$ cat src/rtl/core/tvbb_pkg.sv
// Shared types and constants for the transformed vertex bounding box unit.
package tvbb_pkg;

  // Field widths fixed by the vertex and box formats.
  localparam int COORD_BITS = 32;
  localparam int COEF_W     = 16;
  localparam int ROW_W      = 3 * COEF_W;
  localparam int CFG_DATA_W = 48;
  localparam int CFG_IDX_W  = 3;

  // Defaults for the top-level parameters.
  localparam int DEF_COEF_FRAC_BITS = 12;
  localparam int DEF_QUEUE_DEPTH    = 4;

  typedef logic signed [COORD_BITS-1:0] coord_t;

  localparam coord_t COORD_MAX = {1'b0, {(COORD_BITS-1){1'b1}}};
  localparam coord_t COORD_MIN = {1'b1, {(COORD_BITS-1){1'b0}}};

  // Configuration register indexes.
  typedef enum logic [CFG_IDX_W-1:0] {
    REG_ROW_X   = 3'd0,
    REG_ROW_Y   = 3'd1,
    REG_ROW_Z   = 3'd2,
    REG_SHIFT_X = 3'd3,
    REG_SHIFT_Y = 3'd4,
    REG_SHIFT_Z = 3'd5
  } reg_idx_e;

  // Item class assigned by the front end.
  typedef enum logic {
    KIND_VERTEX = 1'b0,
    KIND_CLOSE  = 1'b1
  } item_kind_e;

  // Input request payload.
  typedef struct packed {
    coord_t pos_x;
    coord_t pos_y;
    coord_t pos_z;
    logic   last;
  } vertex_t;

  // Result payload.
  typedef struct packed {
    coord_t min_x;
    coord_t min_y;
    coord_t min_z;
    coord_t max_x;
    coord_t max_y;
    coord_t max_z;
  } box_t;

  // Entry of the queue between front and back end.
  typedef struct packed {
    item_kind_e kind;
    coord_t     pos_x;
    coord_t     pos_y;
    coord_t     pos_z;
  } queue_item_t;

  // Transform settings handed to the back end.
  typedef struct packed {
    logic [2:0][ROW_W-1:0]      rows;
    logic [2:0][COORD_BITS-1:0] shifts;
  } xform_t;

endpackage

$ cat src/rtl/core/tvbb_queue.sv
// Short first-in first-out queue that decouples the front end from the back end.
module tvbb_queue import tvbb_pkg::*; #(
  parameter int DEPTH = DEF_QUEUE_DEPTH
) (
  input  logic        clk_i,
  input  logic        rst_ni,
  input  logic        push_i,
  output logic        push_ready_o,
  input  queue_item_t push_item_i,
  output logic        pop_valid_o,
  input  logic        pop_i,
  output queue_item_t pop_item_o
);

  localparam int PTR_W = (DEPTH > 1) ? $clog2(DEPTH) : 1;
  localparam int CNT_W = $clog2(DEPTH + 1);

  queue_item_t       mem_q [DEPTH];
  logic [PTR_W-1:0]  wr_ptr_q, wr_ptr_d;
  logic [PTR_W-1:0]  rd_ptr_q, rd_ptr_d;
  logic [CNT_W-1:0]  count_q, count_d;
  logic              do_push;
  logic              do_pop;

  assign push_ready_o = (count_q != CNT_W'(DEPTH));
  assign pop_valid_o  = (count_q != '0);
  assign do_push      = push_i & push_ready_o;
  assign do_pop       = pop_i & pop_valid_o;
  assign pop_item_o   = mem_q[rd_ptr_q];

  // Pointer and fill count update; pointers wrap at the depth.
  always_comb begin
    wr_ptr_d = wr_ptr_q;
    rd_ptr_d = rd_ptr_q;
    count_d  = count_q;
    if (do_push) begin
      wr_ptr_d = (wr_ptr_q == PTR_W'(DEPTH - 1)) ? '0 : wr_ptr_q + PTR_W'(1);
    end
    if (do_pop) begin
      rd_ptr_d = (rd_ptr_q == PTR_W'(DEPTH - 1)) ? '0 : rd_ptr_q + PTR_W'(1);
    end
    if (do_push && !do_pop) begin
      count_d = count_q + CNT_W'(1);
    end else if (!do_push && do_pop) begin
      count_d = count_q - CNT_W'(1);
    end
  end

  always_ff @(posedge clk_i or negedge rst_ni) begin
    if (!rst_ni) begin
      wr_ptr_q <= '0;
      rd_ptr_q <= '0;
      count_q  <= '0;
    end else begin
      wr_ptr_q <= wr_ptr_d;
      rd_ptr_q <= rd_ptr_d;
      count_q  <= count_d;
    end
  end

  // Entry storage.
  always_ff @(posedge clk_i) begin
    if (do_push) begin
      mem_q[wr_ptr_q] <= push_item_i;
    end
  end

endmodule

$ cat config.mk
export PLATFORM = sky130hd
export DESIGN_NAME = tvbb_queue
export DESIGN_NICKNAME = d
export VERILOG_FILES = /design/src/rtl/core/tvbb_pkg.sv /design/src/rtl/core/tvbb_queue.sv
export SDC_FILE = /design/constraint.sdc
export NUM_CORES = 1
export LEC_CHECK = 0
export ABC_AREA = 0
export BUFFER_PORTS_ARGS = -buffer_cell sky130_fd_sc_hd__buf_2
export CAP_MARGIN = 20
export CORE_ASPECT_RATIO = 1.1
export CORE_MARGIN = 2
export CORE_UTILIZATION = 35
export DETAILED_ROUTE_END_ITERATION = 16
export SYNTH_ARGS = -nofsm -noshare
export SYNTH_HDL_FRONTEND = slang
export SYNTH_SLANG_ARGS = --single-unit
$ cat constraint.sdc
create_clock -name clk_i -period 5.9 [get_ports clk_i]
set_input_delay 0.295 -clock clk_i [delete_from_list [all_inputs] [get_ports clk_i]]
set_output_delay 0.295 -clock clk_i [all_outputs]
set_load 0.005 [all_outputs]
==> results.cfg, run 1 <==
[drt]
vias = 6776
wirelength_met1_mm = 12.5
dr.pass1.iters = 5
drt_wl_total_mm = 28.6
detail-route-antenna-nets = 0
wl_met2_mm = 13.5
wl_met3_mm = 2.01
top_layer = met5
wl_per_cell_microns = 20.2
viasPerCell = 4.78
drc = 0
drt_iter0_drc = 388

[synthesis]
synthesis.area_sq_um = 14400
ys_seq_area_frac = 0.821
synth_nets = 652
yosys-top-cells-count = edfxtp_1, mux4_2, buf_4, dfrtp_1
synth_seq_cells = 395
synth.most_common_cell = edfxtp_1
synth_top_flop_cell = edfxtp_1
synthCells = 544
yosys.area.top_type = edfxtp_1
synth_top_area_frac = 0.808
yosys_warnings = 0
synth_edf_count = 388
async_reset_ff_frac = 0.0177
syn_avg_cell_area_sq_um = 26.5
yosys-top-cells-area = edfxtp_1, mux4_2, dfrtp_1
synth.distinct_cells = 20

[pwr]
p_comb_frac = 0.254
p_sw_uw = 2380
peakVddDrop_uv = 242
power.density_nw_per_um2 = 478
power_uw = 8770
leakage_uw = 0.00627
p_clk_frac = 0.292
swShare = 0.271
p_int_uw = 6390
seq_power_share = 0.455

[clock_tree]
cts_tree = built
cts.sinks = 395
numCtsBuffers = 43
postCtsSetupBuffers = 0
clk_latency_ns = 0.53
clockBufferDepth = 3
h-tree-depth = 2
clk_pin_slew_ns = 0.06
cts_resized = 0
cts_root_buffer = clkbuf_16
postCtsHoldBufs = 98

[outcome]
status = finished clean

[grt]
antenna_found_initial = 3
grtUsageTotal = 0.135
overflow = 0
grt_pass1_wl_mm = 43.5
first_global_vias = 7375
grt_max_degree = 98

[cells_and_area]
fin_nets = 979
syn2layout_area_growth_pct = 27.1
seqCellArea_sq_um = 11800
multiInputGateArea_sq_um = 2430
fill_cells = 3380
drive_above_1_share = 0.412
finalNonFillerCells = 1417
post-route-util = 0.454

[die]
core_region_area_sq_um = 40400
rows = 77
die_x_microns = 197
start_util = 0.357
die_y_microns = 217
ios = 200
dieArea_sq_um = 42800

[timing]
setup_viol = 0
finalSetupTns_ns = 0
tightest_slew_ns = 1.04
hold_viol_final = 0
worst_hold_slack_ns = 0.136
fin_crit_ns = 3.38
fin_skew_ns = 0.0134
finalMaxSlewViolations = 0
slew_headroom = 0.309
rsz0062_at_grt = false
timing.final.crit_share = 0.572
fmax_ghz = 0.296

[setup_path]
startpoint_type = flip-flop
cp-end-kind = output port
critical_path_arrival_ns = 3.08
critical_path.max_fanout = 45
criticalPathCategory = flip-flop to output port
r2r_cells = 4
crit_required_ns = 5.61

[worst_hold_path]
holdCritPathClass = input pin to asynchronous set/reset pin

[placement]
portBuffers = 199
routabilityCongestion = 0.672
dp_cells = 1241
dp_hpwl_mm = 16.3

[run]
max_cap_viol_count = 0
## power by group through the flow
stage               Combinational (uW)  Clock (uW)  Sequential (uW)
floorplan                         1480           0             3890
global placement                  2250           0             4040
finish                            2220        2560             3990
global route                      2430        2750             4060
detailed placement                2250           0             4060
CTS                               2310        2630             4000
## state kept, by name, summed over array words and instances (netlist names)
| register | count |
|---|---|
| wr_ptr_q | 2 |
| rd_ptr_q | 2 |
| count_q | 3 |
| mem_q | 388 |
## layer usage
| layer | vias up | track usage |
|---|---|---|
| met5 | - | 0 |
| met4 | 2 | 0.0406 |
| met3 | 44 | 0.0417 |
| met2 | 178 | 0.213 |
| met1 | 3535 | 0.181 |
| li1 | 3017 | - |
## path summary, 6_finish.rpt
kind | slack (ns) | start | endpoint
max in group asynchronous | 5.57 | rst_ni | rd_ptr_q[0]$_DFFE_PN0P_
min reg2reg | 0.51 | count_q[2]$_DFFE_PN0P_ | count_q[2]$_DFFE_PN0P_
max | 2.52 | rd_ptr_q[0]$_DFFE_PN0P_ | pop_item_o[39]
min | 0.14 | rst_ni | rd_ptr_q[1]$_DFFE_PN0P_
min in group clk_i | 0.22 | pop_i | rd_ptr_q[0]$_DFFE_PN0P_
max reg2reg | 2.96 | count_q[0]$_DFFE_PN0P_ | mem_q[2][49]$_DFFE_PP_
## cells in the final DEF (no fill, tap or decap), drive strengths merged
master and n:
edfxtp 388, buf 206, dlygate4sd3 98, mux4 97, clkbuf 58, clkinv 13
dfrtp 7, ha 6, mux2 5, nor2 4, and2 4, inv 4
bufinv 3, diode 2, nand2 2, xor2 2, a21boi 1, or3 1
xnor2 1, fa 1, clkinvlp 1
## layout make-up
cell class                 instances  share of cell area
antenna                            2            0.000273
tap                              513              0.0350
clock buffer                      58              0.0652
timing repair buffer             304               0.111
inverter                           3            0.000615
clock inverter                    18             0.00888
sequential                       395               0.646
multi-input combinational        124               0.133
## critical path, stage by stage (launching register included)
cell     delay, ns
dfrtp_4       1.06
buf_4         0.66
mux4_2        0.64
buf_2         0.16
## cell families (layout without fill, tap and decap cells)
logic type	Yosys count	after routing	synth area share
xor+xnor	3	3	0.00182
buf+inv	25	383	0.0113
other cells	0	2	0
flops	395	395	0.821
mux	102	102	0.155
compound gates	1	1	0.000521
simple gates	11	11	0.00373
fa+ha+maj	7	7	0.00660
## metrics by stage
step	instance area, sq um	setup WS (ns)
final	18300	2.52
after global routing	18300	2.23
after floorplan	14400	2.33
after detailed placement	16000	2.88
after CTS	18300	2.37
after global placement	16000	2.89
Note: power is estimated with default switching activity, not from simulation.
==> run 2, diff against run 1 <==
Clock period 5.9 ns to 3.44 ns, I/O delays scaled along.
==> run 2 against run 1 <==
  * Clock skew fell by 0.0032 ns
  * Global-route usage increased by 0.088 points
  * Critical path depth stayed put
  * Register-to-register slack got worse by 1.9 ns
  * Non-clock buffer count is 10 higher
  * Total power rose by 74%
  * Sequential cell count unchanged
==> results.cfg, run 2 (same netlist as run 1, synthesis figures left out) <==
[die]
rows = 77
die_x_microns = 197
dieArea_sq_um = 42800
start_util = 0.357
ios = 200
core_region_area_sq_um = 40400
die_y_microns = 217

[grt]
grt_pass1_wl_mm = 44.0
grt_busiest_layer = met2
use_met1 = 0.191
overflow = 0
grt_use_met3 = 0.0327
grtUsageTotal = 0.136
antenna_found_initial = 2
grt_max_degree = 53
first_global_vias = 7362
grt_use_met2 = 0.215

[clock_tree]
h-tree-depth = 2
clk_latency_ns = 0.53
postCtsSetupBuffers = 0
clk_pin_slew_ns = 0.06
numCtsBuffers = 41
cts.sinks = 395
cts_resized = 0
clockBufferDepth = 3
cts_root_buffer = clkbuf_16
cts_tree = built

[timing]
slew_headroom = 0.579
finalMaxSlewViolations = 0
fin_crit_ns = 2.41
fin_skew_ns = 0.0102
fmax_ghz = 0.415
tightest_slew_ns = 0.632
worst_hold_slack_ns = 0.0438
hold_viol_final = 0
finalSetupTns_ns = 0
setup_viol = 0
timing.final.crit_share = 0.700
rsz0062_at_grt = false

[placement]
portBuffers = 199
routabilityCongestion = 0.695
dp_hpwl_mm = 17.2

[cells_and_area]
post-route-util = 0.458
regMostFlops = mem_q
top_regs = mem_q x388, count_q x3
drive_above_1_share = 0.420
syn2layout_area_growth_pct = 28.3
fin_nets = 987
final_cell_mix = edfxtp_1, buf_2, dlygate4sd3_1
final_common_cell = edfxtp_1
largest_reg_flops = 388

[outcome]
status = finished clean

[pwr]
power_uw = 15200
peakVddDrop_uv = 700
power.density_nw_per_um2 = 825
leakage_uw = 0.00635

[setup_path]
cp-end-kind = output port
crit_family = flip-flops
rrSetupSlack_ns = 1.06
slowest_stage = dfrtp_4
crit_required_ns = 3.27
rr_startpoint = count_q[0]$_DFFE_PN0P_
startpoint_type = flip-flop
criticalPathCategory = flip-flop to output port
r2r_cells = 4
critical_path_arrival_ns = 2.23
critPathBufInv = 2
crit_chain = buf_4 > mux4_2 > buf_2
slowest_delay_ns = 0.75
critical_path.max_fanout = 29
r2r-end = mem_q[2][26]$_DFFE_PP_

[worst_hold_path]
min_to = rd_ptr_q[0]$_DFFE_PN0P_
holdPathStages = 3
hp-start = pop_i
holdCritPathClass = input pin to flip-flop

[drt]
viasPerCell = 4.79
drt_wl_total_mm = 29.0
dr.pass1.iters = 5
detail-route-antenna-nets = 0
wl_per_cell_microns = 20.3
drt_iter0_drc = 345
vias = 6816
drc = 0

[run]
max_cap_viol_count = 0
-- run 2: cell count changes in the layout (fill, tap and decap cells not counted) --
cell,before,now
buf_12,1,7
buf_4,6,9
bufinv_16,3,6
clkbuf_1,11,4
clkbuf_16,45,43
clkbuf_8,2,0
clkinv_1,7,11
clkinv_2,6,7
clkinv_4,0,1
diode_2,2,1
dlygate4sd3_1,98,99
-- run 2: final cells by class --
| class | count | area [sq um] |
|---|---|---|
| fillers | 3393 | 21900 |
| flip-flops and latches | 395 | 11800 |
| multi-input cells | 124 | 2430 |
| repair buffers | 314 | 2190 |
| clock buffers | 47 | 1090 |
| well taps | 513 | 642 |
| clock inverters | 27 | 282 |
| inverters | 3 | 11.3 |
| diodes | 1 | 2.50 |
-- run 2: how the worst max path moves through the flow --
stage,end,slack [ns],cells past startpoint,from
after floorplan,mem_q[0][0]$_DFFE_PP_,0.93,3,count_q[0]$_DFFE_PN0P_
after global placement,mem_q[2][31]$_DFFE_PP_,1.01,4,count_q[0]$_DFFE_PN0P_
after detailed placement,mem_q[2][34]$_DFFE_PP_,0.99,4,count_q[0]$_DFFE_PN0P_
after CTS,pop_item_o[55],0.93,3,rd_ptr_q[1]$_DFFE_PN0P_
after global routing,mem_q[2][26]$_DFFE_PP_,0.85,4,count_q[1]$_DFFE_PN0P_
final,pop_item_o[55],1.03,3,rd_ptr_q[1]$_DFFE_PN0P_
-- run 2: repair_timing --
item | 4_1_cts | 5_1_grt
setup endpoints to repair | 0 | 0
hold buffers | 99 | 0
hold endpoints to repair | 395 | 0
-- run 2: report_power, final --
| part | switching, uW | internal, uW | total [uW] |
|---|---|---|---|
| Clock | 1760 | 2720 | 4480 |
| Combinational | 2080 | 2050 | 4130 |
| Sequential | 287 | 6350 | 6640 |
-- run 2: layer usage --
metal,part of all wire,vias up,wire length (microns)
met5,0.00024,-,7
met4,0.015,2,446
met3,0.054,37,1570
met2,0.48,169,13900
met1,0.45,3583,13100
li1,-,3025,-
-- run 2: stage by stage --
stage	area [sq um]	setup slack, ns	std cells
floorplan	14400	0.927	544
global placement	16100	1.01	1250
detailed placement	16100	0.986	1250
CTS	18500	0.934	1423
global route	18500	0.854	1424
finish	18500	1.03	1424
-- run 2: worst register-to-register path, delay by kind of cell (launching register included) --
kind,cells,cell delay [ns]
flops,1,0.42
simple gates,2,0.72
compound gates,1,0.50
buf+inv,1,0.40
