File: config.mk
export PLATFORM = sky130hd
export DESIGN_NAME = tvbb_front
export DESIGN_NICKNAME = d
export VERILOG_FILES = /design/src/rtl/core/tvbb_pkg.sv /design/src/rtl/core/tvbb_front.sv
export SDC_FILE = /design/constraint.sdc
export NUM_CORES = 1
export LEC_CHECK = 0
export BUFFER_PORTS_ARGS = -buffer_cell sky130_fd_sc_hd__buf_2
export CORE_ASPECT_RATIO = 0.9
export CORE_MARGIN = 3
export CORE_UTILIZATION = 46
export CTS_BUF_LIST = sky130_fd_sc_hd__clkbuf_4 sky130_fd_sc_hd__clkbuf_8
export DETAILED_ROUTE_END_ITERATION = 6
export GPL_TIMING_DRIVEN = 0
export PLACE_DENSITY = 0.95
export SETUP_SLACK_MARGIN = 0.02
export SYNTH_ARGS = -nofsm -noshare
export SYNTH_HDL_FRONTEND = slang
export SYNTH_SLANG_ARGS = --single-unit
File: constraint.sdc
create_clock -name clk_i -period 2.4 [get_ports clk_i]
set_input_delay 0.24 -clock clk_i [delete_from_list [all_inputs] [get_ports clk_i]]
set_output_delay 0.24 -clock clk_i [all_outputs]
set_load 0.1 [all_outputs]
File: src/rtl/core/tvbb_pkg.sv
// Shared types and constants for the transformed vertex bounding box unit.
package tvbb_pkg;

  // Field widths fixed by the vertex and box formats.
  localparam int COORD_BITS = 32;
  localparam int COEF_W     = 16;
  localparam int ROW_W      = 3 * COEF_W;
  localparam int CFG_DATA_W = 48;
  localparam int CFG_IDX_W  = 3;

  // Defaults for the top-level parameters.
  localparam int DEF_COEF_FRAC_BITS = 12;
  localparam int DEF_QUEUE_DEPTH    = 4;

  typedef logic signed [COORD_BITS-1:0] coord_t;

  localparam coord_t COORD_MAX = {1'b0, {(COORD_BITS-1){1'b1}}};
  localparam coord_t COORD_MIN = {1'b1, {(COORD_BITS-1){1'b0}}};

  // Configuration register indexes.
  typedef enum logic [CFG_IDX_W-1:0] {
    REG_ROW_X   = 3'd0,
    REG_ROW_Y   = 3'd1,
    REG_ROW_Z   = 3'd2,
    REG_SHIFT_X = 3'd3,
    REG_SHIFT_Y = 3'd4,
    REG_SHIFT_Z = 3'd5
  } reg_idx_e;

  // Item class assigned by the front end.
  typedef enum logic {
    KIND_VERTEX = 1'b0,
    KIND_CLOSE  = 1'b1
  } item_kind_e;

  // Input request payload.
  typedef struct packed {
    coord_t pos_x;
    coord_t pos_y;
    coord_t pos_z;
    logic   last;
  } vertex_t;

  // Result payload.
  typedef struct packed {
    coord_t min_x;
    coord_t min_y;
    coord_t min_z;
    coord_t max_x;
    coord_t max_y;
    coord_t max_z;
  } box_t;

  // Entry of the queue between front and back end.
  typedef struct packed {
    item_kind_e kind;
    coord_t     pos_x;
    coord_t     pos_y;
    coord_t     pos_z;
  } queue_item_t;

  // Transform settings handed to the back end.
  typedef struct packed {
    logic [2:0][ROW_W-1:0]      rows;
    logic [2:0][COORD_BITS-1:0] shifts;
  } xform_t;

endpackage

File: src/rtl/core/tvbb_front.sv
// Front end: accepts vertex requests, classifies them and pushes them to the queue.
module tvbb_front import tvbb_pkg::*; (
  input  logic        clk_i,
  input  logic        rst_ni,
  input  logic        in_valid_i,
  output logic        in_ready_o,
  input  vertex_t     in_data_i,
  output logic        push_o,
  input  logic        push_ready_i,
  output queue_item_t push_item_o
);

  logic        hold_valid_q, hold_valid_d;
  queue_item_t hold_q;
  logic        in_acc;
  logic        push_acc;

  // The holding register frees up in the same cycle it drains into the queue.
  assign push_acc   = hold_valid_q & push_ready_i;
  assign in_ready_o = ~hold_valid_q | push_ready_i;
  assign in_acc     = in_valid_i & in_ready_o;

  always_comb begin
    hold_valid_d = hold_valid_q;
    if (push_acc) begin
      hold_valid_d = 1'b0;
    end
    if (in_acc) begin
      hold_valid_d = 1'b1;
    end
  end

  always_ff @(posedge clk_i or negedge rst_ni) begin
    if (!rst_ni) begin
      hold_valid_q <= 1'b0;
    end else begin
      hold_valid_q <= hold_valid_d;
    end
  end

  // Capture and classify: a request marked last closes the current model.
  always_ff @(posedge clk_i) begin
    if (in_acc) begin
      hold_q.kind  <= in_data_i.last ? KIND_CLOSE : KIND_VERTEX;
      hold_q.pos_x <= in_data_i.pos_x;
      hold_q.pos_y <= in_data_i.pos_y;
      hold_q.pos_z <= in_data_i.pos_z;
    end
  end

  assign push_o      = hold_valid_q;
  assign push_item_o = hold_q;

endmodule

==> metrics.yaml, run 1 <==
worst_setup_path:
  startpoint: "push_o"
  cp-endpoint: "push_item_o[13]"
  critPathLaunchType: "register"
  r2r_slack_ns: 0.51
  regToRegStartpoint: "push_o"
  crit_path_end_kind: "register"
  cp_max_fo: 97
  rr_worst_depth: 2
  worstPathRequired_ns: 2.36
  reg2reg_to: "push_item_o[13]"
  worstPathArrival_ns: 1.85
  crit_type: "reg -> reg"
synth:
  synth_compound_area_share_pct: 0
  syn_avg_cell_area_um2: 29.4
  syn_inst: 101
  synthAdderAreaFrac_pct: 0
  synth_top_family_by_area: "simple AND/OR/NAND/NOR gates"
  netlist_area_mm2: 0.00297
  synthSimpleGateAreaFrac_pct: 0.970
  ys_ff_latch: 98
  ys.warnings.count: 0
  synth_nets: 202
  synth_xor_area_share_pct: 0
  ys_types: 5
  yosysSeqAreaShare_pct: 99.0
  synth_mux_area_share_pct: 0
placed_design:
  gp_congestion: 0.686
  dp_slack_ns: 0.532
  dpl.hpwl_um: 5080
  portBuffers: 199
timing:
  rsz0062_at_grt: "no"
  maxSlewViolCount: 0
  setup_ws_ns: 0.514
  finalSetupTns_ns: 0
  worstMarginPinSlew_ns: 1.20
  report.final.hold_viol_count: 0
  post-route-period-util_pct: 78.6
  setup_viol_count_final: 0
  slew_headroom_pct: 19.8
  min_period_ns: 1.89
  clock_skew_ns: 0.00604
  fmax_mhz: 530
  hold_slack_ns: 0.0615
grt:
  overflow: 0
  grt_pass1_wl_um: 9130
  grt_use_total_pct: 17.0
  grt_antenna_before_repair: 0
  grt_pass1_vias: 1784
  grt_max_degree: 98
cts:
  cts_tree: "yes"
  clk_latency_ns: 0.34
  path_clk_slew_ns: 0.10
  ctsRootBufferMaster: "clkbuf_8"
  cts_buffer_depth: 2
  numCtsBuffers: 9
  h-tree-depth: 3
  ctsResizeCount: 0
  cts.sinks: 98
cells_and_area:
  multi_input_area_um2: 28.8
  area_growth_pct: 43.9
  n_antenna_cell: 0
  drive_gt1_share_pct: 68.8
  nets: 413
  fillers: 441
  seqCellArea_mm2: 0.00294
die:
  die_w_um: 90.7
  num_rows: 27
  die_h_um: 82.2
  initial_utilization_pct: 48.0
  die_area_mm2: 0.00745
  core-area_mm2: 0.00618
  pin_count: 200
power:
  p_int_mw: 2.51
  pwr-share-comb_pct: 22.6
  power_frac_seq_pct: 52.4
  clkPwrFrac_pct: 25.1
  p_leak_nw: 1.83
  p_per_area_mw_per_mm2: 902
  power.switching_mw: 1.34
  vdd.ir_drop.worst_mv: 0.576
  sw_frac_of_total_pct: 34.8
outcome:
  status: "finished, final reports clean"
job:
  max-cap-violations: 0
drt:
  route.detailed.drc: 0
  drt_wl_total_um: 6600
  drt_iter0_drc: 106
  dr.pass1.iters: 4
  via_count: 1803
  ant_nets: 0
  wl_per_cell_um: 16.3
  vias_per_cell: 4.46
worst_hold_path:
  min_path_type: "in -> reg"
final cells by class:
class / instances / share of cell area, %
Clock buffer: 9 / 2.90
Clock inverter: 7 / 1.44
Multi-Input combinational cell: 3 / 0.674
Sequential cell: 98 / 68.9
Tap cell: 87 / 2.55
Timing Repair Buffer: 200 / 23.6
metrics by stage:
step / total power, mW / instance area (um^2) / util (%) / std cells
floorplan: 2.75 / 2970 / - / 101
global placement: 2.91 / 4070 / 65.9 / 387
detailed placement: 2.93 / 4070 / 65.9 / 387
CTS: 3.90 / 4270 / 69.0 / 404
global route: 3.99 / 4270 / 69.0 / 404
finish: 3.85 / 4270 / 69.0 / 404
cells in the final DEF, fill, tap and decap left out, drive strengths merged:
cell type | netlist | routed
inv | 0 | 3
dfrtp | 1 | 1
clkinv | 0 | 3
buf | 0 | 199
and2 | 1 | 1
edfxtp | 97 | 97
nand2b | 2 | 2
clkbuf | 0 | 9
dlygate4sd3 | 0 | 1
clkinvlp | 0 | 1
cell families after synthesis:
kind of cell,Yosys count
DFF,98
and+or+nand+nor,3
registers in the layout, indices dropped and copies added, names as in the netlist:
name and cells:
push_o 1, push_item_o 97
layer usage:
| metal | share of wire, % | global-route usage (%) | up-vias |
|---|---|---|---|
| li1 | - | - | 828 |
| met1 | 35 | 17.6 | 844 |
| met2 | 54 | 30.3 | 119 |
| met3 | 9.7 | 7.52 | 12 |
| met4 | 1.7 | 7.49 | 0 |
| met5 | 0 | 0 | - |
what timing repair did:
| item | 4_1_cts | 5_1_grt |
|---|---|---|
| hold buffers | 1 | 0 |
| setup buffers | 0 | 0 |
| endpoints found under the hold margin | 1 | 0 |
power groups by stage:
| stage | Clock [mW] | Sequential, mW | Combinational (mW) |
|---|---|---|---|
| CTS | 1.00 | 2.02 | 0.874 |
| global placement | 0 | 2.05 | 0.861 |
| finish | 0.964 | 2.02 | 0.869 |
| detailed placement | 0 | 2.06 | 0.872 |
| global route | 1.07 | 2.03 | 0.890 |
| floorplan | 0 | 2.71 | 0.0430 |
worst max-delay path: stages (launching register included):
cell	delay, ns
dfrtp_2	0.43
nand2b_4	0.08
and2_4	0.91
synthesized netlist by cell type:
cell	instances	share of area [%]
nand2b_4	1	0.46
nand2b_1	1	0.21
and2_4	1	0.30
edfxtp_1	97	98
dfrtp_1	1	0.84
worst min path at each step:
stage	from	end	slack (ns)	depth (start not counted)
finish	in_data_i[27]	push_item_o[26]	0.06	1
global route	in_data_i[95]	push_item_o[94]	0.02	1
CTS	in_data_i[27]	push_item_o[26]	0.04	1
detailed placement	rst_ni	push_o	0.02	1
global placement	rst_ni	push_o	0.02	1
floorplan	rst_ni	push_o	-0.06	0
Note: power is estimated with default switching activity, not from simulation.
==> run 2: changes to the inputs <==
--- a/config.mk
+++ b/config.mk
@@ -8,11 +8,11 @@
 export BUFFER_PORTS_ARGS = -buffer_cell sky130_fd_sc_hd__buf_2
 export CORE_ASPECT_RATIO = 0.9
 export CORE_MARGIN = 3
-export CORE_UTILIZATION = 46
+export CORE_UTILIZATION = 38
 export CTS_BUF_LIST = sky130_fd_sc_hd__clkbuf_4 sky130_fd_sc_hd__clkbuf_8
 export DETAILED_ROUTE_END_ITERATION = 6
 export GPL_TIMING_DRIVEN = 0
-export PLACE_DENSITY = 0.95
+export PLACE_DENSITY = 0.87
 export SETUP_SLACK_MARGIN = 0.02
 export SYNTH_ARGS = -nofsm -noshare
 export SYNTH_HDL_FRONTEND = slang
==> constraint.sdc (replaced) <==
create_clock -name clk_i -period 1.7 [get_ports clk_i]
set_input_delay 0.17 -clock clk_i [delete_from_list [all_inputs] [get_ports clk_i]]
set_output_delay 0.17 -clock clk_i [all_outputs]
set_load 0.1 [all_outputs]
==> run 2 against run 1 <==
Cell count up 26%. Highest routed layer unchanged. Design area up 24%. Critical path depth unchanged. Sequential power up 41%. Non-clock buffer count up 97. Count of clock-buffer cells in the layout up 1. Flip-flop and latch count unchanged.
==> metrics.yaml, run 2 (same netlist as run 1, synthesis figures left out) <==
outcome:
  status: "finished, final reports clean"
die:
  num_rows: 29  # +7.4%
  die_w_um: 99.1  # +9.4%
  die_h_um: 89.8  # +9.3%
  core-area_mm2: 0.00729  # +18%
  initial_utilization_pct: 40.7  # -7.3 points
  pin_count: 200  # unchanged
  die_area_mm2: 0.00890  # +20%
timing:
  finalSetupTns_ns: 0  # unchanged
  rsz0062_at_grt: "no"
  slew_headroom_pct: 56.6  # +37 points
  report.final.hold_viol_count: 0  # unchanged
  fmax_mhz: 641  # +21%
  worstMarginPinSlew_ns: 0.651  # -0.553 ns
  post-route-period-util_pct: 91.8  # +13 points
  min_period_ns: 1.56  # -0.326 ns
  setup_viol_count_final: 0  # unchanged
  clock_skew_ns: 0.00738  # +0.00134 ns
  maxSlewViolCount: 0  # unchanged
  hold_slack_ns: 0.0640  # +0.00255 ns
worst_hold_path:
  min_path_type: "in -> reg"
  whs_path_depth: 2  # +1
drt:
  dr.pass1.iters: 4  # unchanged
  ant_nets: 0  # unchanged
  drt_iter0_drc: 62  # -42%
  vias_per_cell: 4.39  # -1.7%
  wl_per_cell_um: 17.5  # +7.1%
  route.detailed.drc: 0  # unchanged
  drt_wl_total_um: 8890  # +35%
  via_count: 2229  # +24%
cells_and_area:
  area_growth_pct: 77.7
  drive_gt1_share_pct: 52.5  # -16 points
  largest_register_ffs: 97  # unchanged
  n_antenna_cell: 0  # unchanged
  fin_util_pct: 72.3  # +3.2 points
  nets: 511  # +24%
  final_common_cell: "buf_2"
  most-common-layout-cells: "199 x buf_2, 98 x dlygate4sd3_1, 97 x edfxtp_1"
  finalInstanceArea_mm2: 0.00527  # +24%
worst_setup_path:
  critPathLaunchType: "register"
  cp_max_fo: 49  # -49%
  crit_path_end_kind: "register"
  max_stage_delay_ns: 0.55  # -0.36 ns
  worstPathRequired_ns: 1.68  # -0.68 ns
  crit_type: "reg -> reg"
  path_cells: "nand2b_4, and2_4"
  rr_worst_depth: 2  # unchanged
  worstPathArrival_ns: 1.55  # -0.30 ns
  crit_slowest_cell: "and2_4"
grt:
  overflow: 0  # unchanged
  grt_max_degree: 50  # -49%
  met1_usage_pct: 23.4  # +5.7 points
  grt_use_total_pct: 20.3  # +3.4 points
  grt_antenna_before_repair: 0  # unchanged
  met2_usage_pct: 34.5  # +4.2 points
  use_met3_pct: 8.13  # +0.61 points
  grt_pass1_vias: 2428  # +36%
  grt_pass1_wl_um: 13600  # +48%
  grt.busiest_layer: "met2"
power:
  p_per_area_mw_per_mm2: 1090  # +21%
  clkPwrFrac_pct: 25.6  # +0.5 points
  vdd.ir_drop.worst_mv: 0.760  # +32%
  power_frac_seq_pct: 49.6  # -2.8 points
  p_leak_nw: 2.24  # +23%
  p_int_mw: 3.83  # +53%
  pwr-share-comb_pct: 24.8  # +2.2 points
  sw_frac_of_total_pct: 33.3  # -1.5 points
  power.switching_mw: 1.91  # +43%
placed_design:
  portBuffers: 199  # unchanged
  gp_congestion: 0.748  # +9.1%
  dpl_cell_area_mm2: 0.00408  # +0.25%
  dpl.hpwl_um: 5040  # -0.83%
cts:
  cts_setup_buffers: 0  # unchanged
  cts_buffer_depth: 2  # unchanged
  cts_tree: "yes"
  clk_latency_ns: 0.35  # about the same
  h-tree-depth: 3  # unchanged
  path_clk_slew_ns: 0.09  # about the same
  ctsRootBufferMaster: "clkbuf_8"
  cts.sinks: 98  # unchanged
  numCtsBuffers: 9  # unchanged
job:
  max-cap-violations: 0  # unchanged
[run 2: cell count changes in the layout (fill, tap and decap cells not counted), sizes merged]
| cell | change |
|---|---|
| and2 | +1 |
| bufinv | +1 |
| clkbuf | +1 |
| clkinv | +1 |
| dlygate4sd3 | +97 |
| inv | -3 |
[run 2: area by class of cell]
type / count / area, um^2
clock buffer: 10 / 131
fill: 432 / 2020
timing repair buffer: 297 / 1980
multi-input combinational: 4 / 37.5
clock inverter: 6 / 67.6
tap: 93 / 116
sequential: 98 / 2940
[run 2: final timing paths]
check | from | end | slack [ns]
min | in_valid_i | push_o | 0.06
max reg2reg | push_o | push_item_o[92] | 0.14
min in group asynchronous | rst_ni | push_o | 0.10
min reg2reg | push_o | push_o | 0.60
max | push_o | push_item_o[92] | 0.14
max in group asynchronous | rst_ni | push_o | 1.51
[run 2: power groups by stage]
stage	Sequential (mW)	Combinational, mW	Clock (mW)
final	2.85	1.42	1.47
after global routing	2.86	1.47	1.60
after CTS	2.85	1.42	1.51
after detailed placement	2.91	1.23	0
after global placement	2.90	1.22	0
after floorplan	3.82	0.0607	0
[run 2: timing repair]
item | 4_1_cts | 5_1_grt
endpoints found under the hold margin | 98 | 0
resized for setup | 1 | 0
hold buffers | 98 | 0
setup endpoints to repair | 97 | 0
[run 2: metal layers]
layer / wire (um) / vias up
li1: - / 1028
met3: 914 / 14
met4: 172 / 0
met2: 4430 / 136
met5: 0 / -
met1: 3370 / 1051
[run 2: worst max-delay path, delay by kind of cell, from the launching register on]
kind             cells  cell delay [ns]
flip-flops           1             0.50
AND/OR/NAND/NOR      2             0.65
[run 2: per-stage QoR]
| step | setup WS (ns) | total power, mW | std cells |
|---|---|---|---|
| after global placement | -0.175 | 4.12 | 393 |
| after floorplan | -0.460 | 3.88 | 101 |
| after CTS | 0.131 | 5.78 | 508 |
| after detailed placement | -0.237 | 4.14 | 393 |
| final | 0.139 | 5.74 | 508 |
| after global routing | 0.0745 | 5.93 | 508 |
